$ cat src/sv/assert_macros.svh
// Assertion macros shared by the sequencer RTL.
// Each macro samples on the rising edge of clk and is disabled while arst_n is low.
`ifndef ASSERT_MACROS_SVH
`define ASSERT_MACROS_SVH

// The consequent must hold in the same cycle as the antecedent.
`define ASSERT_SAME(label, ante, cons) \
	label: assert property (@(posedge clk) disable iff (!arst_n) (ante) |-> (cons)) \
		else $error("assertion failed");

// The consequent must hold in the cycle after the antecedent.
`define ASSERT_NEXT(label, ante, cons) \
	label: assert property (@(posedge clk) disable iff (!arst_n) (ante) |=> (cons)) \
		else $error("assertion failed");

`endif

$ cat src/sv/tmps_pkg.sv
// Shared constants and codes for the three move position sequencer.
// Used by the sequencer core; depends on nothing.
package tmps_pkg;

	localparam int POSITION_BITS = 32;
	localparam int TIMER_BITS    = 16;
	// Width at which timers and their 16-bit limits are compared.
	localparam int TCMP_BITS     = (TIMER_BITS > 16) ? TIMER_BITS : 16;
	localparam int APB_ADDR_BITS = 5;

	// Input operations.
	localparam logic [1:0] OP_TICK   = 2'd0;
	localparam logic [1:0] OP_START  = 2'd1;
	localparam logic [1:0] OP_STOP   = 2'd2;
	localparam logic [1:0] OP_REPORT = 2'd3;

	// Command kinds.
	localparam logic [1:0] CMD_MOVE  = 2'd0;
	localparam logic [1:0] CMD_STOP  = 2'd1;
	localparam logic [1:0] CMD_QUERY = 2'd2;

	// Sequence phases.
	localparam logic [2:0] PH_IDLE  = 3'd0;
	localparam logic [2:0] PH_MOVE1 = 3'd1;
	localparam logic [2:0] PH_BACK  = 3'd2;
	localparam logic [2:0] PH_MOVE2 = 3'd3;
	localparam logic [2:0] PH_DONE  = 3'd4;

	// Move directions.
	localparam logic DIR_FWD  = 1'b0;
	localparam logic DIR_BACK = 1'b1;

	// Register indexes (byte address / 4).
	localparam logic [2:0] REG_ADDRESS   = 3'd0;
	localparam logic [2:0] REG_FIRST     = 3'd1;
	localparam logic [2:0] REG_SECOND    = 3'd2;
	localparam logic [2:0] REG_THIRD     = 3'd3;
	localparam logic [2:0] REG_TOLERANCE = 3'd4;
	localparam logic [2:0] REG_INTERVAL  = 3'd5;
	localparam logic [2:0] REG_TIMEOUT   = 3'd6;
	localparam logic [2:0] REG_SPEED     = 3'd7;

	// Register reset values.
	localparam logic [7:0]  RST_ADDRESS   = 8'h01;
	localparam logic [19:0] RST_FIRST     = 20'd819;
	localparam logic [19:0] RST_SECOND    = 20'd1635;
	localparam logic [19:0] RST_THIRD     = 20'd2451;
	localparam logic [15:0] RST_TOLERANCE = 16'd10;
	localparam logic [15:0] RST_INTERVAL  = 16'd50;
	localparam logic [15:0] RST_TIMEOUT   = 16'd5000;
	localparam logic [11:0] RST_SPEED     = 12'd300;

endpackage

$ cat src/sv/tmps_if.sv
// Valid/ready channel interfaces for the sequencer's request and command streams.
// Depends on nothing; field widths are fixed by the item formats.
interface tmps_item_if;
	logic               valid;
	logic               ready;
	logic [1:0]         operation;
	logic signed [31:0] reported_position;

	modport source(output valid, operation, reported_position, input ready);
	modport sink(input valid, operation, reported_position, output ready);
endinterface

interface tmps_result_if;
	logic               valid;
	logic               ready;
	logic [1:0]         command_kind;
	logic [7:0]         address_out;
	logic               move_direction;
	logic [19:0]        move_pulses;
	logic [11:0]        speed_out;
	logic [2:0]         phase_after;
	logic signed [31:0] target_after;

	modport source(output valid, command_kind, address_out, move_direction, move_pulses,
		speed_out, phase_after, target_after, input ready);
	modport sink(input valid, command_kind, address_out, move_direction, move_pulses,
		speed_out, phase_after, target_after, output ready);
endinterface

$ cat src/sv/three_move_position_sequencer_core.sv
// Three move position sequencer: forward, backward, forward on one stepper axis.
// A transaction accepted into the input stage loads its command into the result register when it advances.
// Throughput: one transaction per cycle; input stalls only while the result register
// holds a command that has not been taken and the staged transaction would produce another.
// Reset (arst_n low, asynchronous) sets registers to defaults, phase idle, target zero.
// Depends on tmps_pkg, tmps_if.sv and assert_macros.svh.
`include "assert_macros.svh"

module three_move_position_sequencer_core (
	input  logic                               clk,
	input  logic                               arst_n,
	tmps_item_if.sink                          items,
	tmps_result_if.source                      results,
	input  logic                               psel,
	input  logic                               penable,
	input  logic                               pwrite,
	input  logic [tmps_pkg::APB_ADDR_BITS-1:0] paddr,
	input  logic [31:0]                        pwdata,
	output logic [31:0]                        prdata,
	output logic                               pready
);

	localparam int PB = tmps_pkg::POSITION_BITS;
	localparam int TB = tmps_pkg::TIMER_BITS;
	localparam int CB = tmps_pkg::TCMP_BITS;

	// Configuration registers.
	logic [7:0]  motor_address_q;
	logic [19:0] first_pulses_q;
	logic [19:0] second_pulses_q;
	logic [19:0] third_pulses_q;
	logic [15:0] tolerance_q;
	logic [15:0] interval_q;
	logic [15:0] timeout_q;
	logic [11:0] speed_q;

	logic [2:0] reg_index;
	logic       cfg_write;

	assign pready    = 1'b1;
	assign reg_index = paddr[4:2];
	assign cfg_write = psel && penable && pwrite;

	always_ff @(posedge clk or negedge arst_n) begin
		if (!arst_n) begin
			motor_address_q <= tmps_pkg::RST_ADDRESS;
			first_pulses_q  <= tmps_pkg::RST_FIRST;
			second_pulses_q <= tmps_pkg::RST_SECOND;
			third_pulses_q  <= tmps_pkg::RST_THIRD;
			tolerance_q     <= tmps_pkg::RST_TOLERANCE;
			interval_q      <= tmps_pkg::RST_INTERVAL;
			timeout_q       <= tmps_pkg::RST_TIMEOUT;
			speed_q         <= tmps_pkg::RST_SPEED;
		end else if (cfg_write) begin
			case (reg_index)
				tmps_pkg::REG_ADDRESS:   motor_address_q <= pwdata[7:0];
				tmps_pkg::REG_FIRST:     first_pulses_q  <= pwdata[19:0];
				tmps_pkg::REG_SECOND:    second_pulses_q <= pwdata[19:0];
				tmps_pkg::REG_THIRD:     third_pulses_q  <= pwdata[19:0];
				tmps_pkg::REG_TOLERANCE: tolerance_q     <= pwdata[15:0];
				tmps_pkg::REG_INTERVAL:  interval_q      <= pwdata[15:0];
				tmps_pkg::REG_TIMEOUT:   timeout_q       <= pwdata[15:0];
				tmps_pkg::REG_SPEED:     speed_q         <= pwdata[11:0];
				default: ;
			endcase
		end
	end

	always_comb begin
		case (reg_index)
			tmps_pkg::REG_ADDRESS:   prdata = {24'd0, motor_address_q};
			tmps_pkg::REG_FIRST:     prdata = {12'd0, first_pulses_q};
			tmps_pkg::REG_SECOND:    prdata = {12'd0, second_pulses_q};
			tmps_pkg::REG_THIRD:     prdata = {12'd0, third_pulses_q};
			tmps_pkg::REG_TOLERANCE: prdata = {16'd0, tolerance_q};
			tmps_pkg::REG_INTERVAL:  prdata = {16'd0, interval_q};
			tmps_pkg::REG_TIMEOUT:   prdata = {16'd0, timeout_q};
			tmps_pkg::REG_SPEED:     prdata = {20'd0, speed_q};
			default:                 prdata = 32'd0;
		endcase
	end

	// Input stage.
	logic                 valid_s1;
	logic [1:0]           op_s1;
	logic signed [PB-1:0] pos_s1;
	logic                 advance;

	assign items.ready = !valid_s1 || advance;

	always_ff @(posedge clk or negedge arst_n) begin
		if (!arst_n) begin
			valid_s1 <= 1'b0;
		end else if (items.ready) begin
			valid_s1 <= items.valid;
		end
	end

	always_ff @(posedge clk) begin
		if (items.valid && items.ready) begin
			op_s1  <= items.operation;
			pos_s1 <= PB'(items.reported_position);
		end
	end

	// Sequencer state.
	logic [2:0]           phase_q;
	logic                 running_q;
	logic [TB-1:0]        step_ticks_q;
	logic [TB-1:0]        since_query_q;
	logic                 awaiting_q;
	logic signed [PB-1:0] target_q;

	logic [2:0]           phase_d;
	logic                 running_d;
	logic [TB-1:0]        step_ticks_d;
	logic [TB-1:0]        since_query_d;
	logic                 awaiting_d;
	logic signed [PB-1:0] target_d;

	logic [TB-1:0]        step_inc;
	logic [TB-1:0]        query_inc;
	logic signed [PB-1:0] error_pos;
	logic [PB-1:0]        error_mag;
	logic                 arrived;
	logic                 move_dir;
	logic [19:0]          move_len;
	logic signed [PB-1:0] move_target;

	logic        has_result;
	logic [1:0]  res_kind;
	logic        res_move;

	assign step_inc  = (step_ticks_q == {TB{1'b1}}) ? step_ticks_q : step_ticks_q + 1'b1;
	assign query_inc = (since_query_q == {TB{1'b1}}) ? since_query_q : since_query_q + 1'b1;

	// The arrival check always uses the position of the report at hand, so no stored
	// copy of the last position is needed.
	assign error_pos = target_q - pos_s1;
	assign error_mag = error_pos[PB-1] ? PB'(-error_pos) : PB'(error_pos);
	assign arrived   = error_mag <= PB'(tolerance_q);

	// The next move follows from the current phase, the one about to be left.
	always_comb begin
		case (phase_q)
			tmps_pkg::PH_MOVE1: begin
				move_dir = tmps_pkg::DIR_BACK;
				move_len = second_pulses_q;
			end
			tmps_pkg::PH_BACK: begin
				move_dir = tmps_pkg::DIR_FWD;
				move_len = third_pulses_q;
			end
			default: begin
				move_dir = tmps_pkg::DIR_FWD;
				move_len = first_pulses_q;
			end
		endcase
	end

	assign move_target = (move_dir == tmps_pkg::DIR_BACK) ?
		target_q - PB'(move_len) : target_q + PB'(move_len);

	always_comb begin
		phase_d        = phase_q;
		running_d      = running_q;
		step_ticks_d   = step_ticks_q;
		since_query_d  = since_query_q;
		awaiting_d     = awaiting_q;
		target_d       = target_q;
		has_result     = 1'b0;
		res_kind       = tmps_pkg::CMD_STOP;
		res_move       = 1'b0;
		case (op_s1)
			tmps_pkg::OP_TICK: begin
				since_query_d = query_inc;
				if (running_q) begin
					step_ticks_d = step_inc;
					if (CB'(step_inc) > CB'(timeout_q)) begin
						phase_d    = tmps_pkg::PH_IDLE;
						running_d  = 1'b0;
						has_result = 1'b1;
						res_kind   = tmps_pkg::CMD_STOP;
					end else if (!awaiting_q && CB'(query_inc) >= CB'(interval_q)) begin
						since_query_d = '0;
						awaiting_d    = 1'b1;
						has_result    = 1'b1;
						res_kind      = tmps_pkg::CMD_QUERY;
					end
				end
			end
			tmps_pkg::OP_START: begin
				if (!running_q) begin
					phase_d = tmps_pkg::PH_MOVE1;
					running_d = 1'b1;
					has_result = 1'b1;
					res_kind = tmps_pkg::CMD_MOVE;
					res_move = 1'b1;
				end
			end
			tmps_pkg::OP_STOP: begin
				if (running_q) begin
					phase_d    = tmps_pkg::PH_IDLE;
					running_d  = 1'b0;
					has_result = 1'b1;
					res_kind   = tmps_pkg::CMD_STOP;
				end
			end
			default: begin
				if (running_q) begin
					awaiting_d = 1'b0;
					if (arrived) begin
						case (phase_q)
							tmps_pkg::PH_MOVE1: begin
								phase_d    = tmps_pkg::PH_BACK;
								has_result = 1'b1;
								res_kind   = tmps_pkg::CMD_MOVE;
								res_move   = 1'b1;
							end
							tmps_pkg::PH_BACK: begin
								phase_d    = tmps_pkg::PH_MOVE2;
								has_result = 1'b1;
								res_kind   = tmps_pkg::CMD_MOVE;
								res_move   = 1'b1;
							end
							tmps_pkg::PH_MOVE2: begin
								phase_d    = tmps_pkg::PH_DONE;
								running_d  = 1'b0;
								has_result = 1'b1;
								res_kind   = tmps_pkg::CMD_STOP;
							end
							default: begin
								phase_d   = tmps_pkg::PH_IDLE;
								running_d = 1'b0;
							end
						endcase
					end
				end
			end
		endcase
		if (res_move) begin
			target_d       = move_target;
			step_ticks_d   = '0;
			awaiting_d     = 1'b0;
		end
	end

	// A staged transaction moves on unless its command would overwrite a waiting one.
	assign advance = valid_s1 && (!has_result || !results.valid || results.ready);

	always_ff @(posedge clk or negedge arst_n) begin
		if (!arst_n) begin
			phase_q        <= tmps_pkg::PH_IDLE;
			running_q      <= 1'b0;
			step_ticks_q   <= '0;
			since_query_q  <= '1;
			awaiting_q     <= 1'b0;
			target_q       <= '0;
		end else if (advance) begin
			phase_q        <= phase_d;
			running_q      <= running_d;
			step_ticks_q   <= step_ticks_d;
			since_query_q  <= since_query_d;
			awaiting_q     <= awaiting_d;
			target_q       <= target_d;
		end
	end

	// Result register.
	logic out_valid_q;

	always_ff @(posedge clk or negedge arst_n) begin
		if (!arst_n) begin
			out_valid_q <= 1'b0;
		end else if (advance && has_result) begin
			out_valid_q <= 1'b1;
		end else if (results.ready) begin
			out_valid_q <= 1'b0;
		end
	end

	always_ff @(posedge clk) begin
		if (advance && has_result) begin
			results.command_kind   <= res_kind;
			results.address_out    <= motor_address_q;
			results.move_direction <= res_move ? move_dir : 1'b0;
			results.move_pulses    <= res_move ? move_len : 20'd0;
			results.speed_out      <= res_move ? speed_q : 12'd0;
			results.phase_after    <= phase_d;
			results.target_after   <= 32'(target_d);
		end
	end

	assign results.valid = out_valid_q;

	`ASSERT_SAME(a_idle_phase, !running_q,
		phase_q == tmps_pkg::PH_IDLE || phase_q == tmps_pkg::PH_DONE)
	`ASSERT_SAME(a_run_phase, running_q,
		phase_q == tmps_pkg::PH_MOVE1 || phase_q == tmps_pkg::PH_BACK ||
		phase_q == tmps_pkg::PH_MOVE2)
	`ASSERT_SAME(a_plain_command, out_valid_q && results.command_kind != tmps_pkg::CMD_MOVE,
		results.move_pulses == 20'd0 && results.speed_out == 12'd0)
	`ASSERT_NEXT(a_start_moves, advance && op_s1 == tmps_pkg::OP_START && !running_q,
		out_valid_q && results.command_kind == tmps_pkg::CMD_MOVE && running_q)

endmodule
$ cat src/flat_wrapper.sv
// flat-port wrapper written by rule: the top's interface ports become plain ports
module three_move_position_sequencer_core_flat 
  (clk, arst_n, psel, penable, pwrite, paddr, pwdata, prdata, pready, items_valid, items_operation, items_reported_position, items_ready, results_valid, results_command_kind, results_address_out, results_move_direction, results_move_pulses, results_speed_out, results_phase_after, results_target_after, results_ready);
  tmps_item_if items_i ();
  tmps_result_if results_i ();
  input  logic clk;
  input  logic arst_n;
  input  logic psel;
  input  logic penable;
  input  logic pwrite;
  input  logic [tmps_pkg::APB_ADDR_BITS-1:0] paddr;
  input  logic [31:0] pwdata;
  output logic [31:0] prdata;
  output logic pready;
  input wire logic [$bits(items_i.valid)-1:0] items_valid;
  input wire logic [$bits(items_i.operation)-1:0] items_operation;
  input wire logic [$bits(items_i.reported_position)-1:0] items_reported_position;
  output wire logic [$bits(items_i.ready)-1:0] items_ready;
  output wire logic [$bits(results_i.valid)-1:0] results_valid;
  output wire logic [$bits(results_i.command_kind)-1:0] results_command_kind;
  output wire logic [$bits(results_i.address_out)-1:0] results_address_out;
  output wire logic [$bits(results_i.move_direction)-1:0] results_move_direction;
  output wire logic [$bits(results_i.move_pulses)-1:0] results_move_pulses;
  output wire logic [$bits(results_i.speed_out)-1:0] results_speed_out;
  output wire logic [$bits(results_i.phase_after)-1:0] results_phase_after;
  output wire logic [$bits(results_i.target_after)-1:0] results_target_after;
  input wire logic [$bits(results_i.ready)-1:0] results_ready;
  assign items_i.valid = items_valid;
  assign items_i.operation = items_operation;
  assign items_i.reported_position = items_reported_position;
  assign items_ready = items_i.ready;
  assign results_valid = results_i.valid;
  assign results_command_kind = results_i.command_kind;
  assign results_address_out = results_i.address_out;
  assign results_move_direction = results_i.move_direction;
  assign results_move_pulses = results_i.move_pulses;
  assign results_speed_out = results_i.speed_out;
  assign results_phase_after = results_i.phase_after;
  assign results_target_after = results_i.target_after;
  assign results_i.ready = results_ready;
  three_move_position_sequencer_core u_core (.clk(clk), .arst_n(arst_n), .items(items_i), .results(results_i), .psel(psel), .penable(penable), .pwrite(pwrite), .paddr(paddr), .pwdata(pwdata), .prdata(prdata), .pready(pready));
endmodule
$ cat config.mk
export PLATFORM = sky130hd
export DESIGN_NAME = three_move_position_sequencer_core_flat
export DESIGN_NICKNAME = d
export VERILOG_FILES = /design/src/sv/tmps_pkg.sv /design/src/sv/tmps_if.sv /design/src/sv/three_move_position_sequencer_core.sv /design/src/flat_wrapper.sv
export VERILOG_INCLUDE_DIRS = /design/src /design/src/sv
export SDC_FILE = /design/constraint.sdc
export NUM_CORES = 1
export LEC_CHECK = 0
export BUFFER_PORTS_ARGS = -buffer_cell sky130_fd_sc_hd__buf_2
export CAP_MARGIN = 20
export CORE_AREA = 2 2 258 158
export DETAILED_ROUTE_END_ITERATION = 8
export DIE_AREA = 0 0 260 160
export GPL_TIMING_DRIVEN = 0
export PLACE_DENSITY = 0.68
export SLEW_MARGIN = 10
export SYNTH_ARGS = -nofsm -noshare
export SYNTH_HDL_FRONTEND = slang
export SYNTH_SLANG_ARGS = --single-unit
$ cat constraint.sdc
create_clock -name clk -period 28.3 [get_ports clk]
set_input_delay 1.415 -clock clk [delete_from_list [all_inputs] [get_ports clk]]
set_output_delay 1.415 -clock clk [all_outputs]
set_load 0.05 [all_outputs]
# [Yosys cells after proc, flatten, opt, wreduce, memory -nomap -nowiden]
# Cells that the tools add are included.
[totals] ff_bits=311 in_bits=78 output_inout_bits=113 elab_cells=140
[op_classes] addsub=6 magnitude_cmp=3 eq_ne=17 n_mux=56 n_reduce_logical=33
[op_table] operator="case mux 32 bit (8 select lines)" count=1
[op_table] operator="two-way mux 16 bit" count=8
[op_table] operator="two-way mux 32 bit" count=3
[op_table] operator="case mux 20 bit (2 select lines)" count=1
[op_table] operator="adder 16 x 1 -> 16 bit, second input constant" count=2
[op_table] operator="adder 32 x 20 -> 32 bit" count=1
[op_table] operator="equality test 16 bit, second input constant" count=2
[op_table] operator="less-or-equal comparator 32 x 16 -> 1 bit" count=1
[op_table] operator="negator 32 bit" count=1
[op_table] operator="subtractor 32 x 20 -> 32 bit" count=1
[op_table] operator="subtractor 32 bit" count=1
[op_table] operator="two-way mux 1 bit" count=25
[op_table] operator="two-way mux 3 bit" count=6
[op_table] operator="case mux 3 bit (3 select lines)" count=2
[op_table] operator="AND reduction 2 bit" count=9
[op_table] operator="greater-or-equal comparator 16 bit" count=1
[op_table] operator="> comparator 16 bit" count=1
[op_table] operator="equality test 3 x 2 -> 1 bit, second input constant" count=4
[op_table] operator="equality test 3 bit, second input constant" count=4
[op_table] operator="two-way mux 2 bit" count=5
[op_table] operator="equality test 3 x 1 -> 1 bit, second input constant" count=2
[op_table] operator="logical AND 1 bit" count=6
[op_table] operator="case mux 1 bit (3 select lines)" count=2
[op_table] operator="case mux 2 bit (3 select lines)" count=1
[op_table] operator="15 further kinds" count=25

# [Logic depth before layout (Yosys ltp)]
[logic_depth] depth_word=14 depth_mapped=31 mapped_depth_nobuf=27

# [Worst setup path after synthesis]
# OpenSTA, ideal clock, no wires.
[synth_timing] path_kind="reg2reg" startpoint="reg u_core.target_q[1]" endpoint="reg u_core.results.address_out[0] (enable)" arrival_ns=12.378 required_ns=27.594 setup_slack_ns=15.216 path_stages_with_launch=26 n_path_buf=1 period_less_slack_ns=13.084 path_cell_list="dfrtp_1 ha_1 nor2b_1 o31a_1 nor2_1 nor2_1 o211a_1 o2111a_1 nor3_1 clkbuf_1 o21ai_0 xnor2_1 ha_1 a21o_1 a21o_1 a21oi_1 o211a_1 o21ai_0 a22oi_1 o21ai_0 a211oi_1 o2111ai_2 nor2_1 and2_1 a211oi_1 nor4_1"
[synth_via] elab_chain_len=12
[synth_lines] element="start: declaration" line="three_move_position_sequencer_core.sv:112" source="logic signed [PB-1:0] target_q;"
[synth_lines] element="start signal: assignment" line="three_move_position_sequencer_core.sv:265" source="target_q <= target_d;"
[synth_lines] element="subtractor 32 bit *" line="three_move_position_sequencer_core.sv:139" source="assign error_pos = target_q - pos_s1;"
[synth_lines] element="negator 32 bit" line="three_move_position_sequencer_core.sv:140" source="assign error_mag = error_pos[PB-1] ? PB'(-error_pos) : PB'(error_pos);"
[synth_lines] element="two-way mux 32 bit *" line="three_move_position_sequencer_core.sv:140"
[synth_lines] element="less-or-equal comparator 32 x 16 -> 1 bit *" line="three_move_position_sequencer_core.sv:141" source="assign arrived = error_mag <= PB'(tolerance_q);"
[synth_lines] element="two-way mux 1 bit *" line="three_move_position_sequencer_core.sv:212" source="if (arrived) begin"
[synth_lines] element="two-way mux 1 bit *" line="three_move_position_sequencer_core.sv:210" source="if (running_q) begin"
[synth_lines] element="case mux 1 bit (3 select lines) *" line="three_move_position_sequencer_core.sv:174" source="case (op_s1)"
[synth_lines] element="zero test 1 bit" line="three_move_position_sequencer_core.sv:249" source="assign advance = valid_s1 && (!has_result || !results.valid || results.ready);"
[synth_lines] element="logical OR 1 bit (2 in a row)" line="three_move_position_sequencer_core.sv:249"
[synth_lines] element="logical AND 1 bit" line="three_move_position_sequencer_core.sv:249"
[synth_lines] element="logical AND 1 bit *" line="three_move_position_sequencer_core.sv:283" source="if (advance && has_result) begin"
[synth_lines] element="end signal: assignment" line="three_move_position_sequencer_core.sv:285" source="results.address_out <= motor_address_q;"
[synth_lines] element="end: declaration" line="tmps_if.sv:24" source="modport source(output valid, command_kind, address_out, move_direction, move_pulses,"
# Mark *: on every way between the ends. The rest lies on a longest branch, timed or not.
# A chain may end at the register's enable or synchronous reset.

# [Worst setup path after layout]
[layout_timing] startpoint="reg u_core.target_q[19]" endpoint="out items_ready"
[layout_via] elab_chain_len=12
[layout_lines] element="subtractor 32 bit *" line="three_move_position_sequencer_core.sv:139"
[layout_lines] element="negator 32 bit" line="three_move_position_sequencer_core.sv:140"
[layout_lines] element="two-way mux 32 bit *" line="three_move_position_sequencer_core.sv:140"
[layout_lines] element="less-or-equal comparator 32 x 16 -> 1 bit *" line="three_move_position_sequencer_core.sv:141"
[layout_lines] element="two-way mux 1 bit *" line="three_move_position_sequencer_core.sv:212"
[layout_lines] element="two-way mux 1 bit *" line="three_move_position_sequencer_core.sv:210"
[layout_lines] element="case mux 1 bit (3 select lines) *" line="three_move_position_sequencer_core.sv:174"
[layout_lines] element="zero test 1 bit *" line="three_move_position_sequencer_core.sv:249"
[layout_lines] element="logical OR 1 bit * (2 in a row)" line="three_move_position_sequencer_core.sv:249"
[layout_lines] element="logical AND 1 bit *" line="three_move_position_sequencer_core.sv:249"
[layout_lines] element="logical OR 1 bit *" line="three_move_position_sequencer_core.sv:89" source="assign items.ready = !valid_s1 || advance;"
[layout_lines] element="end: declaration" line="flat_wrapper.sv:18" source="output wire logic [$bits(items_i.ready)-1:0] items_ready;"
# Marks and branches as above.

==> impl_metrics.yaml <==
yosys:
  synth_top_family_by_area: "compound AO/OA/AOI/OAI gates"
  synthMuxAreaShare: 0.119
  synth_top_area_frac: 0.186
  ys_ff_latch: 311
  synth-main-ff-cell: "dfrtp_1"
  synth.top_cells.by_count: "nand2_1, nor2_1, dfrtp_1, mux2_2, ha_1"
  yosys.area.top_type: "dfrtp_1"
  ys_seq_area_frac: 0.416
  synthAdderAreaFrac: 0.0751
  synth-compound-area-share: 0.157
  synth_most_common_cell: "nand2_1"
  synthTopCellsByArea: "dfrtp_1, edfxtp_1, mux2_2, ha_1, dfstp_2"
  synth_xor_area_frac: 0.0443
  async_flop_share: 0.640
  syn_area_um2: 20200
  synth_edf_count: 112
  syn_area_per_cell_um2: 10.1
  synthCells: 2000
  synthSimpleGateAreaFrac: 0.143
  synth_warnings: 0
  synth_cell_types: 89
detailed_routing:
  avgRoutedWirePerCell_um: 21.9
  viasPerCell: 6.03
  routed_wl_um: 60700
  dr_total_vias: 16700
  drc: 0
  first_pass_iters: 5
  ant_nets: 0
  drt_iter0_markers: 1837
global_route:
  grt_overflow: 0
  grt_pass1_vias: 16000
  antenna_found_initial: 2
  grt.total_usage: 0.287
  grt_pass1_wl_um: 92400
  grt_max_degree: 98
setup_path:
  r2r_cells: 32
  crit_type: "reg2out"
  cp-start-kind: "flip-flop"
  reg2reg_from: "u_core.target_q[19]"
  cp_max_fo: 10
  crit_path_end_kind: "output port"
  arrival_ns: 7.37
  startpoint: "u_core.target_q[19]"
  worstPathRequired_ns: 26.89
  slowest_delay_ns: 0.57
  critical-path-slowest-cell: "clkbuf_1"
timing:
  max_freq_mhz: 114
  finClkSkew_ns: 0.0205
  fin_crit_ns: 8.79
  worstMarginPinSlew_ns: 1.03
  drv_slew: 0
  slew-limit-headroom: 0.312
  finalHoldWorstSlack_ns: 0.449
  tns_ns: 0
  hold_viol_final: 0
  min_period_over_period: 0.311
  grt_setup_unrepaired: "false"
  setup_viol: 0
clock_tree:
  cts_tree: "built"
  hold_buffers: 0
  cts-resized-gates: 0
  cts.reportedPaths.clkPinSlew_ns: 0.07
  cts-root-buf: "clkbuf_16"
  clk-insertion-delay-late_ns: 0.60
  cts_buffers: 30
  cts_sinks: 311
  cts_setup_buffers: 0
  clockBufferDepth: 3
  htreeDepth: 1
floorplanning:
  coreArea_um2: 39600
  dieArea_um2: 41600
  die_w_um: 260
  dieHeight_um: 160
  rows: 57
  ios: 191
  initial_core_util: 0.510
placed_design:
  dp_hpwl_um: 47000
  portBuffers: 161
  globalplace.congestion: 0.937
min_path:
  min-delay-start: "u_core.motor_address_q[1]"
  hold_path.class: "reg2reg"
  holdPathStages: 0
power_and_ir_drop:
  powerDensity_nw_per_um2: 106
  leakage_nw: 10.2
  irDropWorstVdd_uv: 62.6
layout:
  drive_gt1_frac: 0.223
  final_nets: 2417
  area_growth_pct: 13.1
outcome:
  status: "finished clean"
job:
  cap_violations: 0
## cell usage in the layout, fill, tap and decap left out, types with 20 or more instances in the layout
master       n
xor2_1      44
dfrtp_1    150
inv_1      114
mux2_2     142
mux2_4      29
nor2_1     152
buf_2      166
o21a_1      20
ha_1       118
nand2_1    159
nor2b_1     45
and3_1      27
xnor2_1     58
nand4_1     20
dfstp_2     49
a22o_1      32
a21oi_1    101
nor3_1      32
clkbuf_16   30
buf_4       26
edfxtp_1   112
a21o_1      30
o21ai_0    110
clkbuf_1    76
nand3_1     52
or3_1       22
## worst max-delay path: cells and delay by family, from the launching register on
kind	cells	cell delay, ns
AO/OA/AOI/OAI	14	2.97
flip-flops	1	0.43
AND/OR/NAND/NOR	7	1.29
buffers and inverters	4	1.49
adder cells (fa/ha/maj)	2	0.58
## state kept, by name, summed over array words and instances (netlist names), 2 cells and up
register and count:
u_core.results.phase_after 3, u_core.timeout_q 16, u_core.target_q 32, u_core.second_pulses_q 20
u_core.results.address_out 8, u_core.results.move_pulses 20, u_core.results.target_after 32, u_core.phase_q 3
u_core.interval_q 16, u_core.step_ticks_q 16, u_core.since_query_q 16, u_core.third_pulses_q 20
u_core.op_s1 2, u_core.speed_q 12, u_core.results.speed_out 12, u_core.results.command_kind 2
u_core.tolerance_q 16, u_core.pos_s1 32, u_core.motor_address_q 8, u_core.first_pulses_q 20
## where the power goes
| group | internal [mW] | switching (mW) | total, mW | leakage (nW) |
|---|---|---|---|---|
| registers | 0.571 | 0.0730 | 0.644 | 3.46 |
| logic | 0.547 | 0.824 | 1.37 | 6.24 |
| clock network | 0.219 | 0.181 | 0.400 | 0.467 |
## area by class of cell
type	instances	area [um2]
tap	531	664
inverter	114	428
clock buffer	41	812
antenna	2	5.00
multi-input combinational	1488	10900
clock inverter	15	136
timing repair buffer	176	981
buffer	98	473
fill	3444	16700
sequential	311	8400
## stage by stage
step	cells	setup slack, ns	instance area [um2]	power, mW	utilization
final	2776	19.51	22800	2.41	0.577
after floorplan	2011	15.22	20200	1.66	-
after global placement	2703	9.60	21700	1.94	0.548
after global routing	2774	19.04	22800	2.58	0.577
after CTS	2774	19.75	22800	2.40	0.577
after detailed placement	2718	19.96	21900	1.99	0.553
## worst paths after layout
check / end / slack, ns
max reg2reg: u_core.results.target_after[1] / 19.71
min reg2reg: u_core.results.address_out[1] / 0.45
max: items_ready / 19.51
min in group asynchronous: u_core.step_ticks_q[13] / 0.61
max in group asynchronous: u_core.third_pulses_q[1] / 26.48
min: u_core.results.address_out[1] / 0.45
## cells by family after synthesis
kind of cell	count (synthesis)
other	2
muxes	196
xor gates and xnor gates	102
DFF	311
and+or+nand+nor	588
adders and majority gates	120
buffers and inverters	212
AOI/OAI and AO/OA	469
## routing by layer
| layer | track usage | vias up | part of all wire |
|---|---|---|---|
| met3 | 0.0695 | 87 | 0.089 |
| met5 | 0 | - | 0.00021 |
| li1 | - | 7708 | - |
| met1 | 0.447 | 8245 | 0.48 |
| met2 | 0.394 | 686 | 0.40 |
| met4 | 0.0731 | 2 | 0.026 |
Note: power is estimated with default switching activity, not from simulation.
